[src/rtl/sqch_pkg.sv]
// Shared types, constants and helpers for the square-wave sound channel.
package sqch_pkg;

    localparam int unsigned LenStep  = 16384;
    localparam int unsigned EnvStep  = 65536;
    localparam int unsigned SwpStep  = 32768;
    localparam int unsigned MaxAmp   = 8191;
    localparam int unsigned ClkRate  = 4194304;

    localparam logic [2:0] REG_SWEEP = 3'd0;
    localparam logic [2:0] REG_DUTY  = 3'd1;
    localparam logic [2:0] REG_ENV   = 3'd2;
    localparam logic [2:0] REG_FLO   = 3'd3;
    localparam logic [2:0] REG_FHI   = 3'd4;

    localparam logic MODE_TICK  = 1'b0;
    localparam logic MODE_WRITE = 1'b1;

    // divider width: dividends are the 32-bit tick counter and the fixed rates
    localparam int DivW = 32;

    typedef enum logic [3:0] {
        S_IDLE, S_APPLY, S_LEN, S_ENV, S_STEP,
        S_FREQ, S_PER, S_POS, S_OUT
    } t_state;

    typedef enum logic {
        D_FREQ, D_PER
    } t_dsel;

    typedef struct packed {
        logic  latch_in;    // take the input word
        logic  apply;       // register write or trigger, add ticks
        logic  div_start;
        t_dsel div_sel;
        logic  step;        // act on crossings
        logic  make_pos;    // start pos division
        logic  finish;      // sample into output register
    } t_cmd;

    typedef struct packed {
        logic div_busy;
        logic div_done;
    } t_sts;

    function automatic logic [7:0] duty_mask(input logic [1:0] sel);
        logic [7:0] m;
        begin
            case (sel)
                2'd0:    m = 8'h01;
                2'd1:    m = 8'h81;
                2'd2:    m = 8'h87;
                default: m = 8'h7E;
            endcase
            return m;
        end
    endfunction

endpackage

[src/rtl/sqch_div.sv]
// Restoring divider, one quotient bit a cycle.
module sqch_div
    import sqch_pkg::*;
(
    input  logic            i_clk,
    input  logic            i_rst_n,
    input  logic            i_start,
    input  logic [DivW-1:0] i_num,
    input  logic [DivW-1:0] i_den,
    output logic [DivW-1:0] o_quo,
    output logic            o_busy,
    output logic            o_done
);
    logic [DivW-1:0] r_quo, n_quo, r_rem, n_rem, r_den;
    logic [5:0]      r_cnt, n_cnt;
    logic            r_busy, n_busy, r_done;
    logic [DivW:0]   trial;

    always_comb begin
        n_quo  = r_quo;
        n_rem  = r_rem;
        n_cnt  = r_cnt;
        n_busy = r_busy;
        trial  = {r_rem, r_quo[DivW-1]} - {1'b0, r_den};
        if (i_start) begin
            n_quo  = i_num;
            n_rem  = '0;
            n_cnt  = 6'(DivW);
            n_busy = 1'b1;
        end else if (r_busy) begin
            if (!trial[DivW]) begin
                n_rem = trial[DivW-1:0];
                n_quo = {r_quo[DivW-2:0], 1'b1};
            end else begin
                n_rem = {r_rem[DivW-2:0], r_quo[DivW-1]};
                n_quo = {r_quo[DivW-2:0], 1'b0};
            end
            n_cnt = r_cnt - 6'd1;
            if (r_cnt == 6'd1) n_busy = 1'b0;
        end
    end

    always_ff @(posedge i_clk) begin
        if (!i_rst_n) begin
            r_busy <= 1'b0;
            r_done <= 1'b0;
            r_cnt  <= '0;
        end else begin
            r_busy <= n_busy;
            r_done <= r_busy && !n_busy;
            r_cnt  <= n_cnt;
        end
        r_quo <= n_quo;
        r_rem <= n_rem;
        if (i_start) r_den <= i_den;
    end

    assign o_quo  = r_quo;
    assign o_busy = r_busy;
    assign o_done = r_done;
endmodule

[src/rtl/sqch_ctrl.sv]
// Sequencer for one item: apply, crossing checks, sample build.
module sqch_ctrl
    import sqch_pkg::*;
(
    input  logic i_clk,
    input  logic i_rst_n,
    input  logic i_in_valid,
    input  logic i_is_tick,
    input  logic i_out_free,
    input  t_sts i_sts,
    output logic o_in_ready,
    output t_cmd o_cmd
);
    t_state r_state, n_state;

    always_ff @(posedge i_clk) begin
        if (!i_rst_n) r_state <= S_IDLE;
        else          r_state <= n_state;
    end

    always_comb begin
        n_state    = r_state;
        o_cmd      = '0;
        o_cmd.div_sel = D_FREQ;
        o_in_ready = 1'b0;
        unique case (r_state)
            S_IDLE: begin
                o_in_ready = 1'b1;
                if (i_in_valid) begin
                    o_cmd.latch_in = 1'b1;
                    n_state = S_APPLY;
                end
            end
            S_APPLY: begin
                o_cmd.apply = 1'b1;
                n_state = i_is_tick ? S_LEN : S_FREQ;
            end
            S_LEN: begin
                // the datapath launches the crossing divisions on its own
                n_state = S_ENV;
            end
            S_ENV: begin
                // envelope pair done, sweep pair under way
                if (i_sts.div_done) n_state = S_STEP;
            end
            S_STEP: begin
                if (i_sts.div_done) begin
                    o_cmd.step = 1'b1;
                    n_state = S_FREQ;
                end
            end
            S_FREQ: begin
                if (!i_sts.div_busy) begin
                    o_cmd.div_start = 1'b1;
                    o_cmd.div_sel   = D_FREQ;
                    n_state = S_PER;
                end
            end
            S_PER: begin
                if (i_sts.div_done) begin
                    o_cmd.div_start = 1'b1;
                    o_cmd.div_sel   = D_PER;
                    n_state = S_POS;
                end
            end
            S_POS: begin
                if (i_sts.div_done) begin
                    o_cmd.make_pos = 1'b1;
                    n_state = S_OUT;
                end
            end
            S_OUT: begin
                // hold the finished word until the output register is free
                if (!i_sts.div_busy && i_out_free) begin
                    o_cmd.finish = 1'b1;
                    n_state = S_IDLE;
                end
            end
            default: n_state = S_IDLE;
        endcase
    end
endmodule

[src/rtl/sqch_dp.sv]
// Channel state, crossing arithmetic and sample datapath.
module sqch_dp
    import sqch_pkg::*;
(
    input  logic        i_clk,
    input  logic        i_rst_n,
    input  t_cmd        i_cmd,
    input  logic        i_mode,
    input  logic [2:0]  i_reg_index,
    input  logic [7:0]  i_write_data,
    input  logic [7:0]  i_tick_count,
    input  logic        i_out_ready,
    output logic        o_is_tick,
    output logic        o_out_free,
    output logic        o_out_valid,
    output logic [13:0] o_sample,
    output logic        o_channel_on,
    output t_sts        o_sts
);
    logic [7:0]  r_regs [5];
    logic [3:0]  r_vol, r_svol;
    logic [6:0]  r_len;
    logic        r_en, r_trig;
    logic [31:0] r_cnt, r_old;
    logic        r_mode;
    logic [2:0]  r_idx;
    logic [7:0]  r_data, r_ticks;
    logic        r_ov;
    logic [13:0] r_smp;
    logic        r_son;
    // envelope crossing, kept until the step
    logic        r_env_cross;
    logic [DivW-1:0] r_qa;
    logic [2:0]  r_seq;

    logic            div_start, seq_start;
    logic [DivW-1:0] div_num, div_den, div_quo;
    logic            div_busy, div_done;
    logic [10:0]     fval;
    // step intervals: envelope, sweep
    logic [DivW-1:0] ivl [2];
    logic [2:0]      seq_m1;
    logic            st_sel, cmp_sel;
    logic            len_cross, cmp_cross;
    logic [11:0]     per_den;
    logic [10:0]     delta, sw_sum;
    logic [11:0]     sw_add;
    logic [16:0]     mag;
    logic [2:0]      pos;
    logic [7:0]      dmask;

    assign fval    = {r_regs[REG_FHI][2:0], r_regs[REG_FLO]};
    assign ivl[0]  = DivW'(EnvStep) * DivW'(r_regs[REG_ENV][2:0]);
    assign ivl[1]  = DivW'(SwpStep) * DivW'(r_regs[REG_SWEEP][6:4]);
    assign per_den = 12'd2048 - {1'b0, fval};

    // crossing sequence: 1..2 envelope old/new, 3..4 sweep old/new, done at 5
    assign seq_m1    = r_seq - 3'd1;
    assign st_sel    = seq_m1[1];
    assign cmp_sel   = r_seq[2];
    assign cmp_cross = !r_ov && (ivl[cmp_sel] != '0) && (r_qa < div_quo);
    assign len_cross = !r_ov && ((r_old / LenStep) < (r_cnt / LenStep));

    always_comb begin
        div_start = 1'b0;
        seq_start = 1'b0;
        div_num   = '0;
        div_den   = DivW'(1);
        if (i_cmd.div_start && (i_cmd.div_sel == D_FREQ)) begin
            div_start = 1'b1;
            div_num   = DivW'(131072);
            div_den   = DivW'(per_den);
        end else if (i_cmd.div_start && (i_cmd.div_sel == D_PER)) begin
            div_start = 1'b1;
            div_num   = DivW'(ClkRate);
            div_den   = (div_quo == '0) ? DivW'(1) : div_quo;
        end else if (i_cmd.make_pos) begin
            div_start = 1'b1;
            div_num   = DivW'(r_cnt);
            div_den   = (div_quo[DivW-1:3] == '0) ? DivW'(1) : {3'b0, div_quo[DivW-1:3]};
        end else if ((r_seq == 3'd1 && !div_busy)
                     || (div_done && r_seq >= 3'd2 && r_seq <= 3'd4)) begin
            div_start = 1'b1;
            seq_start = 1'b1;
            div_num   = r_seq[0] ? DivW'(r_old) : DivW'(r_cnt);
            div_den   = (ivl[st_sel] == '0) ? DivW'(1) : ivl[st_sel];
        end
    end

    sqch_div u_div (
        .i_clk  (i_clk),
        .i_rst_n(i_rst_n),
        .i_start(div_start),
        .i_num  (div_num),
        .i_den  (div_den),
        .o_quo  (div_quo),
        .o_busy (div_busy),
        .o_done (div_done)
    );

    assign delta  = fval >> r_regs[REG_SWEEP][2:0];
    assign sw_add = {1'b0, fval} + {1'b0, delta};
    assign sw_sum = r_regs[REG_SWEEP][3] ? (fval - delta)
                  : (sw_add[11] ? 11'd2047 : sw_add[10:0]);
    assign pos    = div_quo[2:0];
    assign mag    = (17'(MaxAmp) * 17'(r_vol)) >> 4;
    assign dmask  = duty_mask(r_regs[REG_DUTY][7:6]);

    always_ff @(posedge i_clk) begin
        if (!i_rst_n) begin
            for (int k = 0; k < 5; k++) r_regs[k] <= '0;
            r_vol <= '0; r_svol <= '0; r_len <= '0;
            r_en <= 1'b0; r_trig <= 1'b0; r_cnt <= '0;
            o_out_valid <= 1'b0; r_seq <= '0; r_env_cross <= 1'b0;
        end else begin
            if (i_cmd.finish) o_out_valid <= 1'b1;
            else if (o_out_valid && i_out_ready) o_out_valid <= 1'b0;
            if (i_cmd.apply) begin
                if (r_mode == MODE_TICK) begin
                    r_old <= r_trig ? 32'd0 : r_cnt;
                    {r_ov, r_cnt} <= {1'b0, (r_trig ? 32'd0 : r_cnt)} + 33'(r_ticks);
                    if (r_trig) begin
                        r_trig <= 1'b0;
                        r_en   <= 1'b1;
                        if (r_len == '0) r_len <= 7'd64;
                        r_vol  <= r_svol;
                    end
                    r_seq <= 3'd1;
                end else if (r_idx <= REG_FHI) begin
                    r_regs[r_idx] <= r_data;
                    unique case (r_idx)
                        REG_DUTY: r_len  <= 7'd64 - {1'b0, r_data[5:0]};
                        REG_ENV:  r_svol <= r_data[7:4];
                        REG_FHI:  if (r_data[7]) r_trig <= 1'b1;
                        default: ;
                    endcase
                end
            end
            if (seq_start) r_seq <= r_seq + 3'd1;
            if (div_done && r_seq >= 3'd2) begin
                if (!r_seq[0]) r_qa <= div_quo;
                else if (r_seq == 3'd3) r_env_cross <= cmp_cross;
                if (r_seq == 3'd5) r_seq <= 3'd0;
            end
            // step runs on the cycle the sweep pair completes
            if (i_cmd.step) begin
                if (r_regs[REG_FHI][6] && len_cross && r_len != '0)
                    r_len <= r_len - 7'd1;
                if ((r_regs[REG_FHI][6] && len_cross && r_len == 7'd1)
                    || (cmp_cross && !r_regs[REG_SWEEP][3] && sw_add[11]))
                    r_en <= 1'b0;
                if (r_env_cross) begin
                    if (r_regs[REG_ENV][3]) begin
                        if (r_vol != 4'd15) r_vol <= r_vol + 4'd1;
                    end else if (r_vol != 4'd0) r_vol <= r_vol - 4'd1;
                end
                if (cmp_cross) begin
                    r_regs[REG_FLO] <= sw_sum[7:0];
                    r_regs[REG_FHI] <= {r_regs[REG_FHI][7:3], sw_sum[10:8]};
                end
            end
        end
        if (i_cmd.latch_in) begin
            r_mode <= i_mode; r_idx <= i_reg_index;
            r_data <= i_write_data; r_ticks <= i_tick_count;
        end
        if (i_cmd.finish) begin
            r_son <= r_en;
            if (!r_en) r_smp <= '0;
            else if (dmask[pos]) r_smp <= mag[13:0];
            else r_smp <= 14'd0 - mag[13:0];
        end
    end

    assign o_is_tick    = (r_mode == MODE_TICK);
    assign o_out_free   = !o_out_valid || i_out_ready;
    assign o_sample     = r_smp;
    assign o_channel_on = r_son;
    assign o_sts.div_busy = div_busy || (r_seq != 3'd0);
    assign o_sts.div_done = div_done && (r_seq == 3'd0 || r_seq == 3'd3 || r_seq == 3'd5);
endmodule

[src/rtl/square_wave_sound_channel.sv]
// Top level of the square-wave sound channel: handshake, sequencer, datapath.
//  channel | dir | word                                     | accepted when
//  s_axis  | in  | tdata: mode, reg_index, write_data, tick | tvalid && tready
//  m_axis  | out | tdata: sample, channel_on                | tvalid && tready
// One word at a time through a one-bit-a-cycle divider.
// A tick word runs four crossing divisions and three sample divisions; the next
// word can be taken in the same cycle that its result becomes valid.
// A register write skips the crossing divisions and runs only the sample divisions.
// A stalled receiver holds the finished word in the sequencer until the output
// register is free.
// Reset (synchronous, active low) clears the channel registers and sequencer.
// A result waiting in the output register does not block the next input word.
module square_wave_sound_channel
    import sqch_pkg::*;
(
    input  logic        i_clk,
    input  logic        i_rst_n,
    input  logic        s_axis_tvalid,
    output logic        s_axis_tready,
    // [0] mode, [3:1] reg_index, [11:4] write_data, [19:12] tick_count
    input  logic [23:0] s_axis_tdata,
    output logic        m_axis_tvalid,
    input  logic        m_axis_tready,
    // [13:0] sample, [14] channel_on
    output logic [15:0] m_axis_tdata
);
    t_cmd        cmd;
    t_sts        sts;
    logic        is_tick, out_free;
    logic [13:0] sample;
    logic        chan_on;

    sqch_ctrl u_ctrl (
        .i_clk     (i_clk),
        .i_rst_n   (i_rst_n),
        .i_in_valid(s_axis_tvalid),
        .i_is_tick (is_tick),
        .i_out_free(out_free),
        .i_sts     (sts),
        .o_in_ready(s_axis_tready),
        .o_cmd     (cmd)
    );

    sqch_dp u_dp (
        .i_clk       (i_clk),
        .i_rst_n     (i_rst_n),
        .i_cmd       (cmd),
        .i_mode      (s_axis_tdata[0]),
        .i_reg_index (s_axis_tdata[3:1]),
        .i_write_data(s_axis_tdata[11:4]),
        .i_tick_count(s_axis_tdata[19:12]),
        .i_out_ready (m_axis_tready),
        .o_is_tick   (is_tick),
        .o_out_free  (out_free),
        .o_out_valid (m_axis_tvalid),
        .o_sample    (sample),
        .o_channel_on(chan_on),
        .o_sts       (sts)
    );

    assign m_axis_tdata = {1'b0, chan_on, sample};

    // an item is only taken with the sequencer idle
    a_accept_idle: assert property (@(posedge i_clk) disable iff (!i_rst_n)
        s_axis_tvalid && s_axis_tready |=> !s_axis_tready)
        else $error("second word taken mid item");
    // disabled channel gives silence
    a_silent: assert property (@(posedge i_clk) disable iff (!i_rst_n)
        m_axis_tvalid && !m_axis_tdata[14] |-> m_axis_tdata[13:0] == 14'd0)
        else $error("sample while disabled");
    // start and finish never coincide
    a_cmd: assert property (@(posedge i_clk) disable iff (!i_rst_n)
        !(cmd.latch_in && cmd.finish))
        else $error("latch and finish together");
endmodule
[config.mk]
export PLATFORM = sky130hd
export DESIGN_NAME = square_wave_sound_channel
export DESIGN_NICKNAME = d
export VERILOG_FILES = /design/src/rtl/sqch_pkg.sv /design/src/rtl/sqch_div.sv /design/src/rtl/sqch_ctrl.sv /design/src/rtl/sqch_dp.sv /design/src/rtl/square_wave_sound_channel.sv
export SDC_FILE = /design/constraint.sdc
export NUM_CORES = 1
export LEC_CHECK = 0
export ABC_AREA = 1
export BUFFER_PORTS_ARGS = -buffer_cell sky130_fd_sc_hd__buf_4
export CAP_MARGIN = 20
export CORE_MARGIN = 8
export CORE_UTILIZATION = 55
export CTS_CLUSTER_DIAMETER = 30
export DETAILED_ROUTE_END_ITERATION = 6
export GPL_TIMING_DRIVEN = 0
export PLACE_DENSITY = 0.71
export SYNTH_ARGS = -nofsm -noshare
export SYNTH_HDL_FRONTEND = slang
export SYNTH_HIERARCHICAL = 1
export SYNTH_SLANG_ARGS = --single-unit
export TNS_END_PERCENT = 100
[constraint.sdc]
create_clock -name i_clk -period 8.7 [get_ports i_clk]
set_input_delay 1.305 -clock i_clk [delete_from_list [all_inputs] [get_ports i_clk]]
set_output_delay 1.305 -clock i_clk [all_outputs]
set_load 0.01 [all_outputs]
==> out/results.ini, run 1 <==
[global_route]
grt_max_degree=34
overflow=0
grt_pass1_wl_mm=90.27
track_usage_pct=25.20
grt_antenna_before_repair=1
grt_pass1_vias=18196

[finish]
n_antenna_cell=0
final_cell_mix=902 x nand2_1, 472 x inv_1, 271 x nor2_1, 189 x edfxtp_1, 155 x nand3_1
multiInputGateArea_um2=10650
fin_nets=3178
area_delta_synth_final_pct=16.02
final_common_cell=nand2_1
seqCellArea_um2=7637
drive_above_1_share_pct=7.934
fillers=3255

[sta]
max_freq_mhz=191.8
layout_setup_ws_ns=3.486
setup_viol=0
slew_headroom_pct=44.61
fin_crit_sh_pct=59.93
drv_slew=0
clock_skew_ns=0.02733
finalHoldViolCount=0
rsz0062_at_grt=no
period_needed_ns=5.214
max_slew.worst_pin.slew_ns=0.8263
finalSetupTns_ns=0

[placed_design]
post-dp-hpwl_mm=43.10
gp_congestion=0.9656
port_buffers=40
dp_slack_ns=3.534

[critical_path]
cp-end-kind=flip-flop
cp-start-kind=flip-flop
cp_max_fo=33
worstPathArrival_ns=5.52
cp.required_ns=9.01
critPathKind=flip-flop to flip-flop

[synth]
synth.top_cell.area_share_pct=27.77
synth_area_leaders=edfxtp_1 28%, nand2_1 17%, dfxtp_1 9.6%, ha_1 8.8%, inv_1 8.7%
yosys.area_share.simple_pct=30.43
avgSynthCellArea_um2=7.099
synth_warnings=6
netlist_instances=2879
yosys.area_share.adder_pct=9.930
ys_types=59
synth-edff-count=189
syn_nets=3062
synth-xor-area-share_pct=1.843
synth.area.mux_share_pct=0.04897
seq_area_frac_synth_pct=37.37
synth_compound_area_share_pct=9.752
synthesis.area_um2=20440
synth_top_family_by_area=simple AND/OR/NAND/NOR gates
synth_flop_cell=edfxtp_1
synth_top_area_cell=edfxtp_1
ys_ff_latch=287
synthArstFlopShare_pct=0

[cts]
ctsResizeCount=0
cts.htree.levels=3
cts_setup_buffers=0
cts_buffers=68
max-clock-path-buffers=3
clk_pin_slew_ns=0.05
cts-root-buf=clkbuf_16
cts_tree=yes
holdBufCountCts=0
clock_sinks=287
insertion_delay_ns=0.57

[route]
num_vias=18802
wl_per_cell_um=15.79
antenna_left=0
firstDrtPassIters=7
viasPerCell=5.345
wl_mm=55.53
dr.first_iter.drc_count=1643
drc=0

[floorplan]
die_h_um=208.8
rows=70
ios=46
start_util_pct=55.83
fp.dieArea_um2=43580
core_um2=36610
die_width_um=208.8

[pwr]
leakage_nw=11.50
irDropWorstVdd_uv=179.2
p_total_mw=7.567
power.density_nw_per_um2=319.1

[outcome]
outcome=completed

[worst_hold_path]
hold_path_class=flip-flop to flip-flop

[job]
drv_cap=0

[worst paths after layout]
path                                startpoint                  end  slack, ns  cells past startpoint
worst min-delay path            u_dp/r_cnt[28]       u_dp/r_cnt[28]       0.46                      2
worst max register to register   u_dp/r_seq[0]  u_dp/u_div/o_quo[6]       3.49                     18
worst max-delay path             u_dp/r_seq[0]  u_dp/u_div/o_quo[6]       3.49                     18
worst min register to register  u_dp/r_cnt[28]       u_dp/r_cnt[28]       0.46                      2
[stage by stage]
step | utilization, % | hold WS, ns | std cells | cell area [um2]
detailed placement | 58.54 | 0.4563 | 3393 | 21430
global route | 64.77 | 0.4777 | 3518 | 23710
finish | 64.77 | 0.4641 | 3518 | 23710
CTS | 64.77 | 0.4634 | 3518 | 23710
floorplan | - | 0.4283 | 2879 | 20440
global placement | 58.25 | 0.4506 | 3387 | 21320
[worst max-delay path, stage by stage, from the launching register on]
cell and delay (ns):
dfxtp_1 0.36, clkbuf_1 0.18, clkbuf_1 0.42, inv_1 0.13, ha_1 0.22, inv_1 0.07, nor2_1 0.05, nor2_1 0.10
nand2_1 0.05, nand2_1 0.06, inv_1 0.05, inv_1 0.16, o22ai_1 0.30, inv_1 0.25, nand3_2 0.65, clkbuf_1 0.46
nor2_1 0.62, inv_1 0.49, buf_16 0.30
[synthesized netlist by cell type (32+ instances only)]
| master | count |
|---|---|
| o21ai_0 | 97 |
| inv_1 | 472 |
| a21oi_1 | 138 |
| ha_1 | 143 |
| dfxtp_1 | 98 |
| clkbuf_1 | 48 |
| nand3_1 | 156 |
| nor3_1 | 36 |
| o22ai_1 | 47 |
| nand4_1 | 32 |
| nand2_1 | 902 |
| edfxtp_1 | 189 |
| nor2_1 | 273 |
[kinds of logic after synthesis]
kind of cell | count (synthesis)
buffers and inverters | 558
other | 1
and+or+nand+nor | 1483
xor gates and xnor gates | 43
adders and majority gates | 155
AOI/OAI and AO/OA | 351
DFF | 287
muxes | 1
[area by class of cell]
cell class | instances | share of cell area [%]
plain buffers | 71 | 1.435
clock buffers | 87 | 7.915
clock inverters | 38 | 1.710
inverters | 487 | 7.714
multi-input cells | 2034 | 44.90
flip-flops and latches | 287 | 32.21
well taps | 468 | 2.469
repair buffers | 46 | 1.652
[sequential cells by signal, summed over array words and instances (netlist names), 4 cells and up]
register and flops:
u_dp/r_cnt 32, u_dp/r_old 32, u_dp/r_qa 32, u_dp/u_div/o_quo 32, u_dp/u_div/r_den 32, u_dp/u_div/r_rem 32
u_dp/r_regs 25, u_dp/o_sample 14, u_dp/r_data 8, u_dp/r_ticks 8, u_dp/r_len 7, u_dp/u_div/r_cnt 6
u_ctrl/r_state 4, u_dp/r_svol 4, u_dp/r_vol 4
[layer usage]
metal	vias up	GRT usage [%]	part of all wire, %
met5	-	0	0
met4	0	9.745	3.3
met3	122	3.846	5.7
met2	571	42.99	48
met1	8594	31.82	43
li1	9515	-	-
[report_power, final]
part,total (mW),internal [mW],switching [mW]
logic,2.99,0.944,2.05
registers,2.09,1.86,0.226
clock network,2.49,1.70,0.794
total,7.57,4.50,3.07
Power figures use the tool's default switching activity.
==> run 2, diff against run 1 <==
Clock period 8.7 ns to 5.05 ns, I/O delays scaled along.
==> run 2 against run 1 <==
Final cell count unchanged. Clock skew up 0.0012 ns. Combinational power up 73%. First-iteration DRC count up 3.0%. Sequential power up 72%. Critical path type unchanged. Critical path depth up 1. Worst hold slack worse by 0.10 ns. Worst setup slack worse by 3.0 ns. Wire length about the same. Critical endpoint is now u_dp/u_div/r_rem[29].
==> out/results.ini, run 2 (synthesized netlist as in run 1, its figures left out) <==
[critical_path]
worstPathArrival_ns=5.08
reg2reg_to=u_dp/u_div/r_rem[29]
cp_slowest_cell=clkbuf_1
reg2reg_from=u_dp/r_seq[0]
r2r.worst_path.cells=19
cp_max_fo=33
cp.required_ns=5.52
cp-start-kind=flip-flop
critPathMostFrequentCell=inv_1
cp_top_family=buffers and inverters
cp-end-kind=flip-flop
critPathKind=flip-flop to flip-flop
path_cells=clkbuf_1 -> clkbuf_1 -> inv_1 -> ha_1 -> inv_1 -> nor2_1 -> nor2_1 -> nand2_1 -> nand2_1 -> inv_1 -> inv_1 -> o22ai_1 -> inv_1 -> nand3_4 -> clkbuf_1 -> nor2_1 -> clkbuf_1 -> nand2_1 -> o21ai_0
rrSetupSlack_ns=0.44
crit_path_max_incr_delay_ns=0.56
critical_path_buf_inv_count=9

[global_route]
overflow=0
grt_pass1_wl_mm=90.29
grt_pass1_vias=18196
track_usage_pct=25.20
grt_antenna_before_repair=1
grt_max_degree=34

[cts]
insertion_delay_ns=0.58
cts_buffers=68
holdBufCountCts=0
clk_pin_slew_ns=0.05
cts-root-buf=clkbuf_16
cts_tree=yes
max-clock-path-buffers=3
cts.htree.levels=3
clock_sinks=287
ctsResizeCount=1
cts_setup_buffers=0

[route]
antenna_left=0
wl_per_cell_um=15.78
dr.first_iter.drc_count=1692
num_vias=18787
wl_mm=55.53
drc=0
firstDrtPassIters=6
viasPerCell=5.340

[sta]
setup_viol=0
max_slew.worst_pin.slew_ns=0.8263
period_needed_ns=4.613
finalSetupTns_ns=0
max_freq_mhz=216.8
clock_skew_ns=0.02854
fin_crit_sh_pct=91.34
hold-worst-slack_ns=0.3614
rsz0062_at_grt=no
finalHoldViolCount=0
drv_slew=0
slew_headroom_pct=44.61

[floorplan]
rows=70
fp.dieArea_um2=43580
start_util_pct=55.83
die_width_um=208.8
die_h_um=208.8
ios=46
core_um2=36610

[worst_hold_path]
min_to=u_dp/r_mode
hold_path_class=input pin to flip-flop
hp-start=s_axis_tdata[0]
min_path_cells=1

[outcome]
outcome=completed

[pwr]
irDropWorstVdd_uv=308.6
p_total_mw=13.05
leakage_nw=11.50
power.density_nw_per_um2=549.9

[finish]
final_common_cell=nand2_1
fin_cells=3518
drive_above_1_share_pct=7.967
area_delta_synth_final_pct=16.07
final_cell_mix=902 x nand2_1, 472 x inv_1, 270 x nor2_1, 189 x edfxtp_1, 155 x nand3_1
n_antenna_cell=0
fin_nets=3178

[job]
drv_cap=0

[placed_design]
post-dp-hpwl_mm=43.10
gp_congestion=0.9656
dp.cells=3393
port_buffers=40

[run 2: layout make-up]
class	instances	area (um2)
Inverter	487	1829
Timing Repair Buffer	46	391.6
Tap cell	468	585.6
Multi-Input combinational cell	2034	10660
Clock inverter	38	405.4
Sequential cell	287	7637
Buffer	71	340.3
Fill cell	3252	12890
Clock buffer	87	1877
[run 2: worst max path at each step]
stage                     cells after the start           from                    to  slack, ns
after floorplan                              17  u_dp/r_seq[0]   u_dp/u_div/o_quo[0]       0.97
after CTS                                    18  u_dp/r_seq[0]  u_dp/u_div/o_quo[19]       0.16
after global placement                       17  u_dp/r_seq[0]   u_dp/u_div/o_quo[0]      -0.66
after detailed placement                     18  u_dp/r_seq[0]   u_dp/u_div/o_quo[0]      -0.12
final                                        19  u_dp/r_seq[0]  u_dp/u_div/r_rem[29]       0.44
after global routing                         19  u_dp/r_seq[0]  u_dp/u_div/r_rem[29]       0.04
[run 2: worst reg2reg max path: stages, from the launching register on]
cell	delay, ns
dfxtp_1	0.36
clkbuf_1	0.19
clkbuf_1	0.42
inv_1	0.13
ha_1	0.22
inv_1	0.07
nor2_1	0.05
nor2_1	0.10
nand2_1	0.05
nand2_1	0.06
inv_1	0.05
inv_1	0.17
o22ai_1	0.29
inv_1	0.27
nand3_4	0.39
clkbuf_1	0.41
nor2_1	0.48
clkbuf_1	0.56
nand2_1	0.10
o21ai_0	0.17
[run 2: metrics by stage]
stage	util, %	setup WS, ns	area (um2)
after global placement	58.25	-0.6624	21320
final	64.80	0.4373	23720
after detailed placement	58.54	-0.1159	21430
after floorplan	-	0.9749	20440
after CTS	64.79	0.1644	23720
after global routing	64.80	0.04384	23720
[run 2: routing by layer]
metal  GRT usage (%)  wire, um
met1           31.83     24310
met2           42.99     26500
met3           3.846      2976
met4           9.745      1749
met5               0         0
[run 2: power by group]
| part | leakage (nW) | internal [mW] | switching, mW | total [mW] |
|---|---|---|---|---|
| Combinational | 7.81 | 1.63 | 3.53 | 5.16 |
| Clock | 1.09 | 2.93 | 1.37 | 4.30 |
| Sequential | 2.60 | 3.20 | 0.390 | 3.59 |
| Total | 11.5 | 7.76 | 5.29 | 13.0 |
